`src/kaep_pkg.sv`:
```
// ----------------------------------------------------------------------------
// kaep_pkg
// Shared constants, types and codes of the keypad address entry parser.
// ----------------------------------------------------------------------------
package kaep_pkg;

   localparam int BUFFER_DEPTH = 19;
   localparam int MAX_FIELDS   = 5;

   localparam int KEY_W     = 8;
   localparam int BYTE_W    = 8;
   localparam int CNT_W     = $clog2(BUFFER_DEPTH + 1);
   localparam int ADDR_W    = $clog2(BUFFER_DEPTH);
   localparam int FIELD_W   = $clog2(MAX_FIELDS + 1);
   localparam int MAX_RUN   = 3;
   localparam int RUN_W     = 2;
   localparam int VAL_W     = 15;
   localparam int BYTE_MAX  = 255;
   localparam int OUT_BYTES = 5;
   localparam int LEN_W     = 5;
   localparam int STAT_W    = 2;
   localparam int CSR_IDX_W = 3;
   localparam int RSP_W     = ((LEN_W + OUT_BYTES * BYTE_W + 7) / 8) * 8;
   localparam int RSP_PAD_W = RSP_W - LEN_W - OUT_BYTES * BYTE_W;

   typedef enum logic [STAT_W-1:0] {
      STAT_HANDLED = 2'd0,
      STAT_PARSED  = 2'd1,
      STAT_ERROR   = 2'd2,
      STAT_IGNORED = 2'd3
   } kaep_status_type;

   typedef enum logic [2:0] {
      ST_IDLE,
      ST_EXEC,
      ST_SCAN,
      ST_DRAIN,
      ST_DONE
   } kaep_state_type;

   typedef enum logic [CSR_IDX_W-1:0] {
      REG_KEY_ENABLED = 3'd0,
      REG_SEPARATOR   = 3'd1,
      REG_CONFIRM     = 3'd2,
      REG_ERASE       = 3'd3,
      REG_ESCAPE      = 3'd4
   } kaep_reg_type;

   // one buffered key on its way from the key store to the field parser
   typedef struct packed {
      logic             start;
      logic             vld;
      logic             last;
      logic [KEY_W-1:0] key;
   } kaep_scan_type;

endpackage

```
`src/kaep_key_store.sv`:
```
// ----------------------------------------------------------------------------
// kaep_key_store
// Edit buffer memory: one write port, one read port, registered read data.
// ----------------------------------------------------------------------------
module kaep_key_store (
   input  logic                        clock,
   input  logic                        wr_en,
   input  logic [kaep_pkg::ADDR_W-1:0] wr_addr,
   input  logic [kaep_pkg::KEY_W-1:0]  wr_data,
   input  logic                        rd_en,
   input  logic [kaep_pkg::ADDR_W-1:0] rd_addr,
   output logic [kaep_pkg::KEY_W-1:0]  rd_data
);

   logic [kaep_pkg::KEY_W-1:0] mem [kaep_pkg::BUFFER_DEPTH];
   logic [kaep_pkg::KEY_W-1:0] rd_data_ff;

   always_ff @(posedge clock) begin
      if (wr_en) begin
         mem[wr_addr] <= wr_data;
      end
      if (rd_en) begin
         rd_data_ff <= mem[rd_addr];
      end
   end

   assign rd_data = rd_data_ff;

endmodule

```
`src/kaep_parser.sv`:
```
// ----------------------------------------------------------------------------
// kaep_parser
// Field accumulator: folds scanned keys into decimal fields and holds the
// address bytes.
// ----------------------------------------------------------------------------
module kaep_parser (
   input  logic                                            clock,
   input  logic                                            reset,
   input  kaep_pkg::kaep_scan_type                         scan,
   input  logic [kaep_pkg::KEY_W-1:0]                      separator_code,
   output logic                                            error,
   output logic [kaep_pkg::OUT_BYTES-1:0][kaep_pkg::BYTE_W-1:0] addr_bytes
);

   logic [kaep_pkg::RUN_W-1:0]   run_ff,   run_in;
   logic [kaep_pkg::VAL_W-1:0]   val_ff,   val_in;
   logic [kaep_pkg::FIELD_W-1:0] field_ff, field_in;
   logic                         err_ff,   err_in;
   logic                         byte_wr;
   logic                         is_sep;
   logic [kaep_pkg::BYTE_W-1:0]  addr_ff [kaep_pkg::MAX_FIELDS];

   always_comb begin
      run_in   = run_ff;
      val_in   = val_ff;
      field_in = field_ff;
      err_in   = err_ff;
      byte_wr  = 1'b0;
      is_sep   = scan.last || (scan.key == separator_code);
      if (scan.start) begin
         run_in   = '0;
         val_in   = '0;
         field_in = '0;
         err_in   = 1'b0;
      end else if (scan.vld && !err_ff) begin
         if (!is_sep) begin
            if (run_ff == kaep_pkg::RUN_W'(kaep_pkg::MAX_RUN)) begin
               err_in = 1'b1;
            end else begin
               run_in = run_ff + 1'b1;
               // value * 10 as two shifts
               val_in = kaep_pkg::VAL_W'({val_ff, 3'b000}) +
                        kaep_pkg::VAL_W'({val_ff, 1'b0}) +
                        kaep_pkg::VAL_W'(scan.key);
            end
         end else if ((field_ff >= kaep_pkg::FIELD_W'(kaep_pkg::MAX_FIELDS)) ||
                      (val_ff > kaep_pkg::VAL_W'(kaep_pkg::BYTE_MAX))) begin
            err_in = 1'b1;
         end else begin
            byte_wr  = 1'b1;
            field_in = field_ff + 1'b1;
            run_in   = '0;
            val_in   = '0;
         end
      end
   end

   always_ff @(posedge clock) begin
      if (reset) begin
         run_ff   <= '0;
         val_ff   <= '0;
         field_ff <= '0;
         err_ff   <= 1'b0;
      end else begin
         run_ff   <= run_in;
         val_ff   <= val_in;
         field_ff <= field_in;
         err_ff   <= err_in;
      end
   end

   always_ff @(posedge clock) begin
      for (int i = 0; i < kaep_pkg::MAX_FIELDS; i++) begin
         if (reset) begin
            addr_ff[i] <= '0;
         end else if (byte_wr && (field_ff == kaep_pkg::FIELD_W'(i))) begin
            addr_ff[i] <= val_ff[kaep_pkg::BYTE_W-1:0];
         end
      end
   end

   for (genvar j = 0; j < kaep_pkg::OUT_BYTES; j++) begin : g_out
      if (j < kaep_pkg::MAX_FIELDS) begin : g_held
         assign addr_bytes[j] = addr_ff[j];
      end else begin : g_none
         assign addr_bytes[j] = '0;
      end
   end

   assign error = err_ff;

endmodule

```
`src/keypad_address_entry_parser.sv`:
```
// ----------------------------------------------------------------------------
// keypad_address_entry_parser
// Keypad edit buffer with erase, escape and confirm; confirm parses the
// buffer into dotted decimal address bytes.
// ----------------------------------------------------------------------------
//  channel  direction  handshake            payload
//  req      in         req_tvalid/tready    tdata[7:0]  key_code
//  rsp      out        rsp_tvalid/tready    tuser status, tdata length + bytes
//  csr      in         csr_valid/ready      csr_index, csr_data
//
//  Ordinary keys: a request is decoded in EXEC and its result registered;
//  no new request is taken until the block is back in IDLE. Confirm walks the
//  buffer one key per cycle from the key store's read port in SCAN, then
//  passes DRAIN and loads the result in DONE.
//  Reset empties the buffer and clears the address bytes; no clearing pass.
//  A stalled result holds a request in its decode step, or a parse in its
//  final step; req_tready stays low until the result slot frees.
// ----------------------------------------------------------------------------
module keypad_address_entry_parser (
   input  logic                              clock,
   input  logic                              reset,
   input  logic                              req_tvalid,
   output logic                              req_tready,
   input  logic [7:0]                        req_tdata,   // [7:0] key_code
   output logic                              rsp_tvalid,
   input  logic                              rsp_tready,
   output logic [kaep_pkg::STAT_W-1:0]       rsp_tuser,   // [1:0] status
   // [4:0] entry_length, [12:5] addr_byte0, [20:13] addr_byte1,
   // [28:21] addr_byte2, [36:29] addr_byte3, [44:37] addr_byte4, rest zero
   output logic [kaep_pkg::RSP_W-1:0]        rsp_tdata,
   input  logic                              csr_valid,
   output logic                              csr_ready,
   input  logic [kaep_pkg::CSR_IDX_W-1:0]    csr_index,
   input  logic [7:0]                        csr_data
);

   kaep_pkg::kaep_state_type     state_ff, state_in;
   logic [kaep_pkg::KEY_W-1:0]   key_ff, key_in;
   logic [kaep_pkg::CNT_W-1:0]   count_ff, count_in;
   logic [kaep_pkg::CNT_W-1:0]   scan_pos_ff, scan_pos_in;
   logic                         pipe_vld_ff, pipe_vld_in;
   logic                         pipe_last_ff, pipe_last_in;
   logic                         rsp_valid_ff, rsp_valid_in;
   logic [kaep_pkg::STAT_W-1:0]  rsp_user_ff;
   logic [kaep_pkg::RSP_W-1:0]   rsp_data_ff;

   logic                         enabled_ff;
   logic [kaep_pkg::KEY_W-1:0]   sep_ff, confirm_ff, erase_ff, escape_ff;

   logic                         slot_free;
   logic                         load;
   kaep_pkg::kaep_status_type    status;
   logic                         wr_en;
   logic                         rd_en;
   logic                         scan_start;
   logic [kaep_pkg::KEY_W-1:0]   rd_data;
   logic                         parse_err;
   logic [kaep_pkg::OUT_BYTES-1:0][kaep_pkg::BYTE_W-1:0] addr_bytes;
   kaep_pkg::kaep_scan_type      scan;

   // configuration registers
   assign csr_ready = 1'b1;

   always_ff @(posedge clock) begin
      if (reset) begin
         enabled_ff <= 1'b1;
         sep_ff     <= 8'd10;
         confirm_ff <= 8'd11;
         erase_ff   <= 8'd12;
         escape_ff  <= 8'd13;
      end else if (csr_valid) begin
         unique case (csr_index)
            kaep_pkg::REG_KEY_ENABLED: enabled_ff <= csr_data[0];
            kaep_pkg::REG_SEPARATOR:   sep_ff     <= csr_data;
            kaep_pkg::REG_CONFIRM:     confirm_ff <= csr_data;
            kaep_pkg::REG_ERASE:       erase_ff   <= csr_data;
            kaep_pkg::REG_ESCAPE:      escape_ff  <= csr_data;
            default: ;
         endcase
      end
   end

   assign slot_free = !rsp_valid_ff || rsp_tready;

   always_comb begin
      state_in     = state_ff;
      key_in       = key_ff;
      count_in     = count_ff;
      scan_pos_in  = scan_pos_ff;
      pipe_vld_in  = 1'b0;
      pipe_last_in = 1'b0;
      req_tready   = 1'b0;
      load         = 1'b0;
      status       = kaep_pkg::STAT_HANDLED;
      wr_en        = 1'b0;
      rd_en        = 1'b0;
      scan_start   = 1'b0;
      unique case (state_ff)
         kaep_pkg::ST_IDLE: begin
            req_tready = 1'b1;
            if (req_tvalid) begin
               key_in   = req_tdata;
               state_in = kaep_pkg::ST_EXEC;
            end
         end
         kaep_pkg::ST_EXEC: begin
            if (enabled_ff && (key_ff != escape_ff) && (key_ff == confirm_ff) &&
                (count_ff != '0)) begin
               scan_start  = 1'b1;
               scan_pos_in = '0;
               state_in    = kaep_pkg::ST_SCAN;
            end else if (slot_free) begin
               load     = 1'b1;
               state_in = kaep_pkg::ST_IDLE;
               if (!enabled_ff) begin
                  status = kaep_pkg::STAT_IGNORED;
               end else if (key_ff == escape_ff) begin
                  status = kaep_pkg::STAT_HANDLED;
               end else if (key_ff == confirm_ff) begin
                  count_in = '0;
               end else if (key_ff == erase_ff) begin
                  if (count_ff != '0) begin
                     count_in = count_ff - 1'b1;
                  end
               end else if (count_ff < kaep_pkg::CNT_W'(kaep_pkg::BUFFER_DEPTH)) begin
                  wr_en    = 1'b1;
                  count_in = count_ff + 1'b1;
               end
            end
         end
         kaep_pkg::ST_SCAN: begin
            // the trailing separator goes out as a last marker with no read
            rd_en        = (scan_pos_ff != count_ff);
            pipe_vld_in  = 1'b1;
            pipe_last_in = (scan_pos_ff == count_ff);
            scan_pos_in  = scan_pos_ff + 1'b1;
            if (scan_pos_ff == count_ff) begin
               state_in = kaep_pkg::ST_DRAIN;
            end
         end
         kaep_pkg::ST_DRAIN: begin
            state_in = kaep_pkg::ST_DONE;
         end
         kaep_pkg::ST_DONE: begin
            if (slot_free) begin
               load     = 1'b1;
               status   = parse_err ? kaep_pkg::STAT_ERROR : kaep_pkg::STAT_PARSED;
               count_in = '0;
               state_in = kaep_pkg::ST_IDLE;
            end
         end
         default: begin
            state_in = kaep_pkg::ST_IDLE;
         end
      endcase
   end

   assign rsp_valid_in = load ? 1'b1 : (rsp_tready ? 1'b0 : rsp_valid_ff);

   always_ff @(posedge clock) begin
      if (reset) begin
         state_ff     <= kaep_pkg::ST_IDLE;
         count_ff     <= '0;
         scan_pos_ff  <= '0;
         pipe_vld_ff  <= 1'b0;
         pipe_last_ff <= 1'b0;
         rsp_valid_ff <= 1'b0;
      end else begin
         state_ff     <= state_in;
         count_ff     <= count_in;
         scan_pos_ff  <= scan_pos_in;
         pipe_vld_ff  <= pipe_vld_in;
         pipe_last_ff <= pipe_last_in;
         rsp_valid_ff <= rsp_valid_in;
      end
   end

   always_ff @(posedge clock) begin
      key_ff <= key_in;
      if (load) begin
         rsp_user_ff <= status;
         rsp_data_ff <= {{kaep_pkg::RSP_PAD_W{1'b0}}, addr_bytes,
                         kaep_pkg::LEN_W'(count_in)};
      end
   end

   kaep_key_store u_key_store (
      .clock   (clock),
      .wr_en   (wr_en),
      .wr_addr (count_ff[kaep_pkg::ADDR_W-1:0]),
      .wr_data (key_ff),
      .rd_en   (rd_en),
      .rd_addr (scan_pos_ff[kaep_pkg::ADDR_W-1:0]),
      .rd_data (rd_data)
   );

   assign scan.start = scan_start;
   assign scan.vld   = pipe_vld_ff;
   assign scan.last  = pipe_last_ff;
   assign scan.key   = rd_data;

   kaep_parser u_parser (
      .clock          (clock),
      .reset          (reset),
      .scan           (scan),
      .separator_code (sep_ff),
      .error          (parse_err),
      .addr_bytes     (addr_bytes)
   );

   assign rsp_tvalid = rsp_valid_ff;
   assign rsp_tuser  = rsp_user_ff;
   assign rsp_tdata  = rsp_data_ff;

   // buffer never overfills
   a_count_bound: assert property (@(posedge clock) disable iff (reset)
      count_ff <= kaep_pkg::CNT_W'(kaep_pkg::BUFFER_DEPTH))
      else $error("entry count beyond buffer depth");

   // scan pointer never passes the entry count
   a_scan_bound: assert property (@(posedge clock) disable iff (reset)
      (state_ff == kaep_pkg::ST_SCAN) |-> (scan_pos_ff <= count_ff))
      else $error("scan pointer beyond entry count");

   // an accepted request is worked on in the next cycle
   a_req_exec: assert property (@(posedge clock) disable iff (reset)
      (req_tvalid && req_tready) |=> (state_ff == kaep_pkg::ST_EXEC))
      else $error("request not decoded after acceptance");

   // a new result comes only from the decode or the end of a parse
   a_rsp_source: assert property (@(posedge clock) disable iff (reset)
      (rsp_tvalid && !$past(rsp_tvalid && !rsp_tready)) |->
      ($past(state_ff) == kaep_pkg::ST_EXEC || $past(state_ff) == kaep_pkg::ST_DONE))
      else $error("result loaded from an unexpected state");

   // the key store is never read and written in the same cycle
   a_scan_no_write: assert property (@(posedge clock) disable iff (reset)
      rd_en |-> !wr_en)
      else $error("key store read and written in the same cycle");

endmodule
```
`config.mk`:
```
export PLATFORM = sky130hd
export DESIGN_NAME = keypad_address_entry_parser
export DESIGN_NICKNAME = d
export VERILOG_FILES = /design/src/kaep_pkg.sv /design/src/kaep_key_store.sv /design/src/kaep_parser.sv /design/src/keypad_address_entry_parser.sv
export SDC_FILE = /design/constraint.sdc
export NUM_CORES = 1
export LEC_CHECK = 0
export BUFFER_PORTS_ARGS = -buffer_cell sky130_fd_sc_hd__buf_2
export CAP_MARGIN = 20
export CORE_MARGIN = 8
export CORE_UTILIZATION = 40
export CTS_CLUSTER_DIAMETER = 80
export CTS_CLUSTER_SIZE = 28
export DETAILED_ROUTE_END_ITERATION = 12
export GPL_ROUTABILITY_DRIVEN = 0
export GPL_TIMING_DRIVEN = 1
export PLACE_DENSITY = 0.62
export SKIP_CTS_REPAIR_TIMING = 1
export SLEW_MARGIN = 20
export SYNTH_ARGS = -nofsm -noshare
export SYNTH_HDL_FRONTEND = slang
export SYNTH_HIERARCHICAL = 1
export SYNTH_SLANG_ARGS = --single-unit
```
`constraint.sdc`:
```
create_clock -name clock -period 12.3 [get_ports clock]
set_clock_uncertainty 0.05 [all_clocks]
set_input_delay 0 -clock clock [delete_from_list [all_inputs] [get_ports clock]]
set_output_delay 0 -clock clock [all_outputs]
set_load 0.005 [all_outputs]
```
==> summary.txt <==
Critical path
  • Crit-path leading delay family: simple AND/OR/NAND/NOR gates
  • Bufs and invs on worst path: 0
  • CP Cell Sequence: xnor2_1 > nand4_1 > o211a_1 > nand3_1 > nor2b_1 > or3b_2 > nor2_1
  • Worst path arrival time: 3.87 ns
  • Crit end category: register
  • CP Class: register to register
  • CP Max Fanout: 22
  • CP max-delay cell: edfxtp_1
  • Max incr delay on CP: 0.86 ns
  • Startpoint types: register
  • WP data required: 12.39 ns

Placed design
  • Input/output buffers: 72
  • Post-detail-place hpwl: 21400 um
  • # placed instances: 1499

Clocking
  • Clock Sinks: 325
  • CTS buffer count: 16
  • Root Driver: clkbuf_16
  • TritonCTS clock tree: done
  • Worst-path clk slew: 0.10 ns
  • CTS max path bufs: 3
  • Max H-tree Level: 1
  • Worst skew pair latency: 0.52 ns

Floorplan
  • Die Height: 204 um
  • Core box area: 35200 um2
  • Die width: 204 um
  • Die Area: 41700 um2
  • I/O pin cnt: 77
  • Starting Density: 40.2%
  • Site Rows: 69

Run status
  • Outcome: finished with violations
  • Failing checks: hold timing

Cells and area
  • Layout Utilization: 44.4%
  • Final Non-Filler Cells: 1547
  • Layout cell share with drive strength beyond 1: 15.1%
  • Nets@finish: 1136
  • Antenna cells: 0
  • Area growth, synth to finish: 10.6%

Synthesis
  • Seq/Total Area, Yosys: 64.0%
  • Yosys reg bits: 325
  • Top_reg_cell synth: edfxtp_1
  • Unique masters post-synth: 77
  • Ys Warns: 6
  • Cell Area, Synth: 14200 um2
  • Post-synth EDFFs: 255
  • Asr flop ratio synth: 0%
  • Mapped Cells: 1002
  • Synthesized area per cell: 14.1 um2

Worst hold path
  • Min-Delay Path Class: input pin to register

Global route
  • Initial antenna violation count: 0
  • Number of global-route vias before repair: 8021
  • GRT Util Overall: 14.7%
  • First-pass GRT wire length: 47900 um
  • Largest net degree at the start of global routing: 66
  • Remaining Overflow, GRT: 0

Pwr
  • PD cells: 121 nW/um2
  • Max rail drop VDD: 0.107 mV
  • LEAKAGE: 5.28 nW

Routing
  • Vias per cell: 5.32
  • Via count: 8237
  • Initial DRC Count: 512
  • DRC: 0
  • Drt pass-1 iters: 6
  • DRT antenna net count: 0
  • Routed wire per std cell: 20.4 um
  • Final WL: 31500 um

Run
  • Max-cap violations: 0

Timing
  • RSZ-0062 raised after global routing: no
  • Tmin final: 3.78 ns
  • Worst Tran Pin Value: 1.14 ns
  • F_max: 0.265 GHz
  • Slew Limit Fails: 0
  • Finish-stage setup viols: 0
  • Period utilisation layout: 30.7%
  • Slew HR: 23.9%
  • Setup TNS Final: 0 ns
  • Hold WS: -0.0466 ns
  • Fin. Hold Viols: 8
-- state kept, by name (all words and copies together) (netlist names), 2 cells and up --
name	flops
sep_ff	8
u_parser/field_ff	3
key_ff	8
count_ff	5
rsp_tdata	45
u_key_store/mem	152
u_parser/val_ff	15
erase_ff	8
state_ff	3
escape_ff	8
confirm_ff	8
u_key_store/rd_data	8
u_parser/run_ff	2
rsp_tuser	2
scan_pos_ff	5
u_parser/addr_ff	40
-- cells in the final DEF, fill, tap and decap left out, drive strengths merged, types with 8 or more instances in the layout --
cell	instances
nor4	10
nor2b	15
mux2i	35
xnor2	13
nand2b	21
o211ai	8
nor2	81
dfxtp	70
mux2	8
dlygate4sd3	21
a211oi	8
xor2	33
mux4	32
nor3	15
nand3b	11
ha	29
o21ai	36
nand3	17
a21o	10
inv	17
nand4	8
a22oi	10
a211o	9
nand2	71
a21oi	36
buf	81
and2	21
edfxtp	255
clkbuf	22
-- synthesized netlist by cell type (14+ instances only) --
master    instances  area (um2)
edfxtp_1        255        7660
nor2_1           79         297
dfxtp_1          70        1400
nand2_1          70         263
mux2i_1          35         350
a21oi_1          33         165
xor2_1           33         289
ha_1             29         363
clkbuf_1         28         105
o21ai_0          25         125
and2_1           21         131
nand2b_1         21         131
mux4_2           17         383
nand3_1          17        85.1
inv_1            15        56.3
mux4_1           15         394
nor2b_1          15        93.8
nor3_1           14        70.1
-- logic make-up after synthesis --
| family | after synthesis | share of synthesized area (%) |
|---|---|---|
| xor+xnor | 46 | 2.85 |
| simple gates | 293 | 11.1 |
| buf+inv | 62 | 2.05 |
| compound gates | 164 | 7.99 |
| fa+ha+maj | 35 | 3.41 |
| flops | 325 | 64.0 |
| other cells | 2 | 0.0530 |
| mux | 75 | 8.60 |
-- worst register-to-register path: stages (launching register included) --
cell,delay (ns)
edfxtp_1,0.86
xnor2_1,0.17
nand4_1,0.19
o211a_1,0.27
nand3_1,0.15
nor2b_1,0.33
or3b_2,0.55
nor2_1,0.85
-- report_power, final --
group / internal, W / switching (W)
clock: 0.000264 / 0.000345
sequential: 0.00120 / 0.0000181
combinational: 0.0000280 / 0.0000416
-- final cells by class --
class                      count  area (um2)
clock buffer                  22         444
inverter                      15        56.3
tap                          461         577
sequential                   325        9060
fill                        3145       19600
clock inverter                 5        51.3
timing repair buffer         102         641
multi-input combinational    617        4820
-- metal layers --
| layer | wire (um) | part of all wire (%) | global-route usage [%] | vias to the layer above |
|---|---|---|---|---|
| met5 | 0 | 0 | 0 | - |
| met2 | 15600 | 49 | 25.3 | 232 |
| met1 | 13500 | 43 | 19.3 | 4039 |
| met4 | 813 | 2.6 | 3.73 | 0 |
| li1 | - | - | - | 3925 |
| met3 | 1590 | 5.1 | 1.98 | 41 |
-- path summary, 6_finish.rpt --
| path | end | depth (start not counted) | startpoint | slack [ns] |
|---|---|---|---|---|
| hold reg to reg | rsp_tdata[35]$_DFFE_PP_ | 0 | u_parser/addr_ff[3][6]$_SDFFCE_PN0P_ | 0.38 |
| hold / removal | enabled_ff$_SDFFE_PP1P_ | 4 | csr_index[2] | -0.05 |
| setup reg to reg | u_key_store/mem[0][7]$_DFFE_PP_ | 7 | key_ff[3]$_DFFE_PP_ | 8.52 |
| setup / recovery | u_key_store/mem[0][7]$_DFFE_PP_ | 7 | key_ff[3]$_DFFE_PP_ | 8.52 |
-- stage by stage --
stage,area (um2),total power (W),setup slack (ns)
after detailed placement,14900,0.00131,8.54
after floorplan,14200,0.00128,6.92
after global routing,15700,0.00196,8.33
after CTS,15400,0.00191,8.54
after global placement,14900,0.00131,8.77
final,15700,0.00190,8.52
Note: power is estimated with default switching activity, not from simulation.
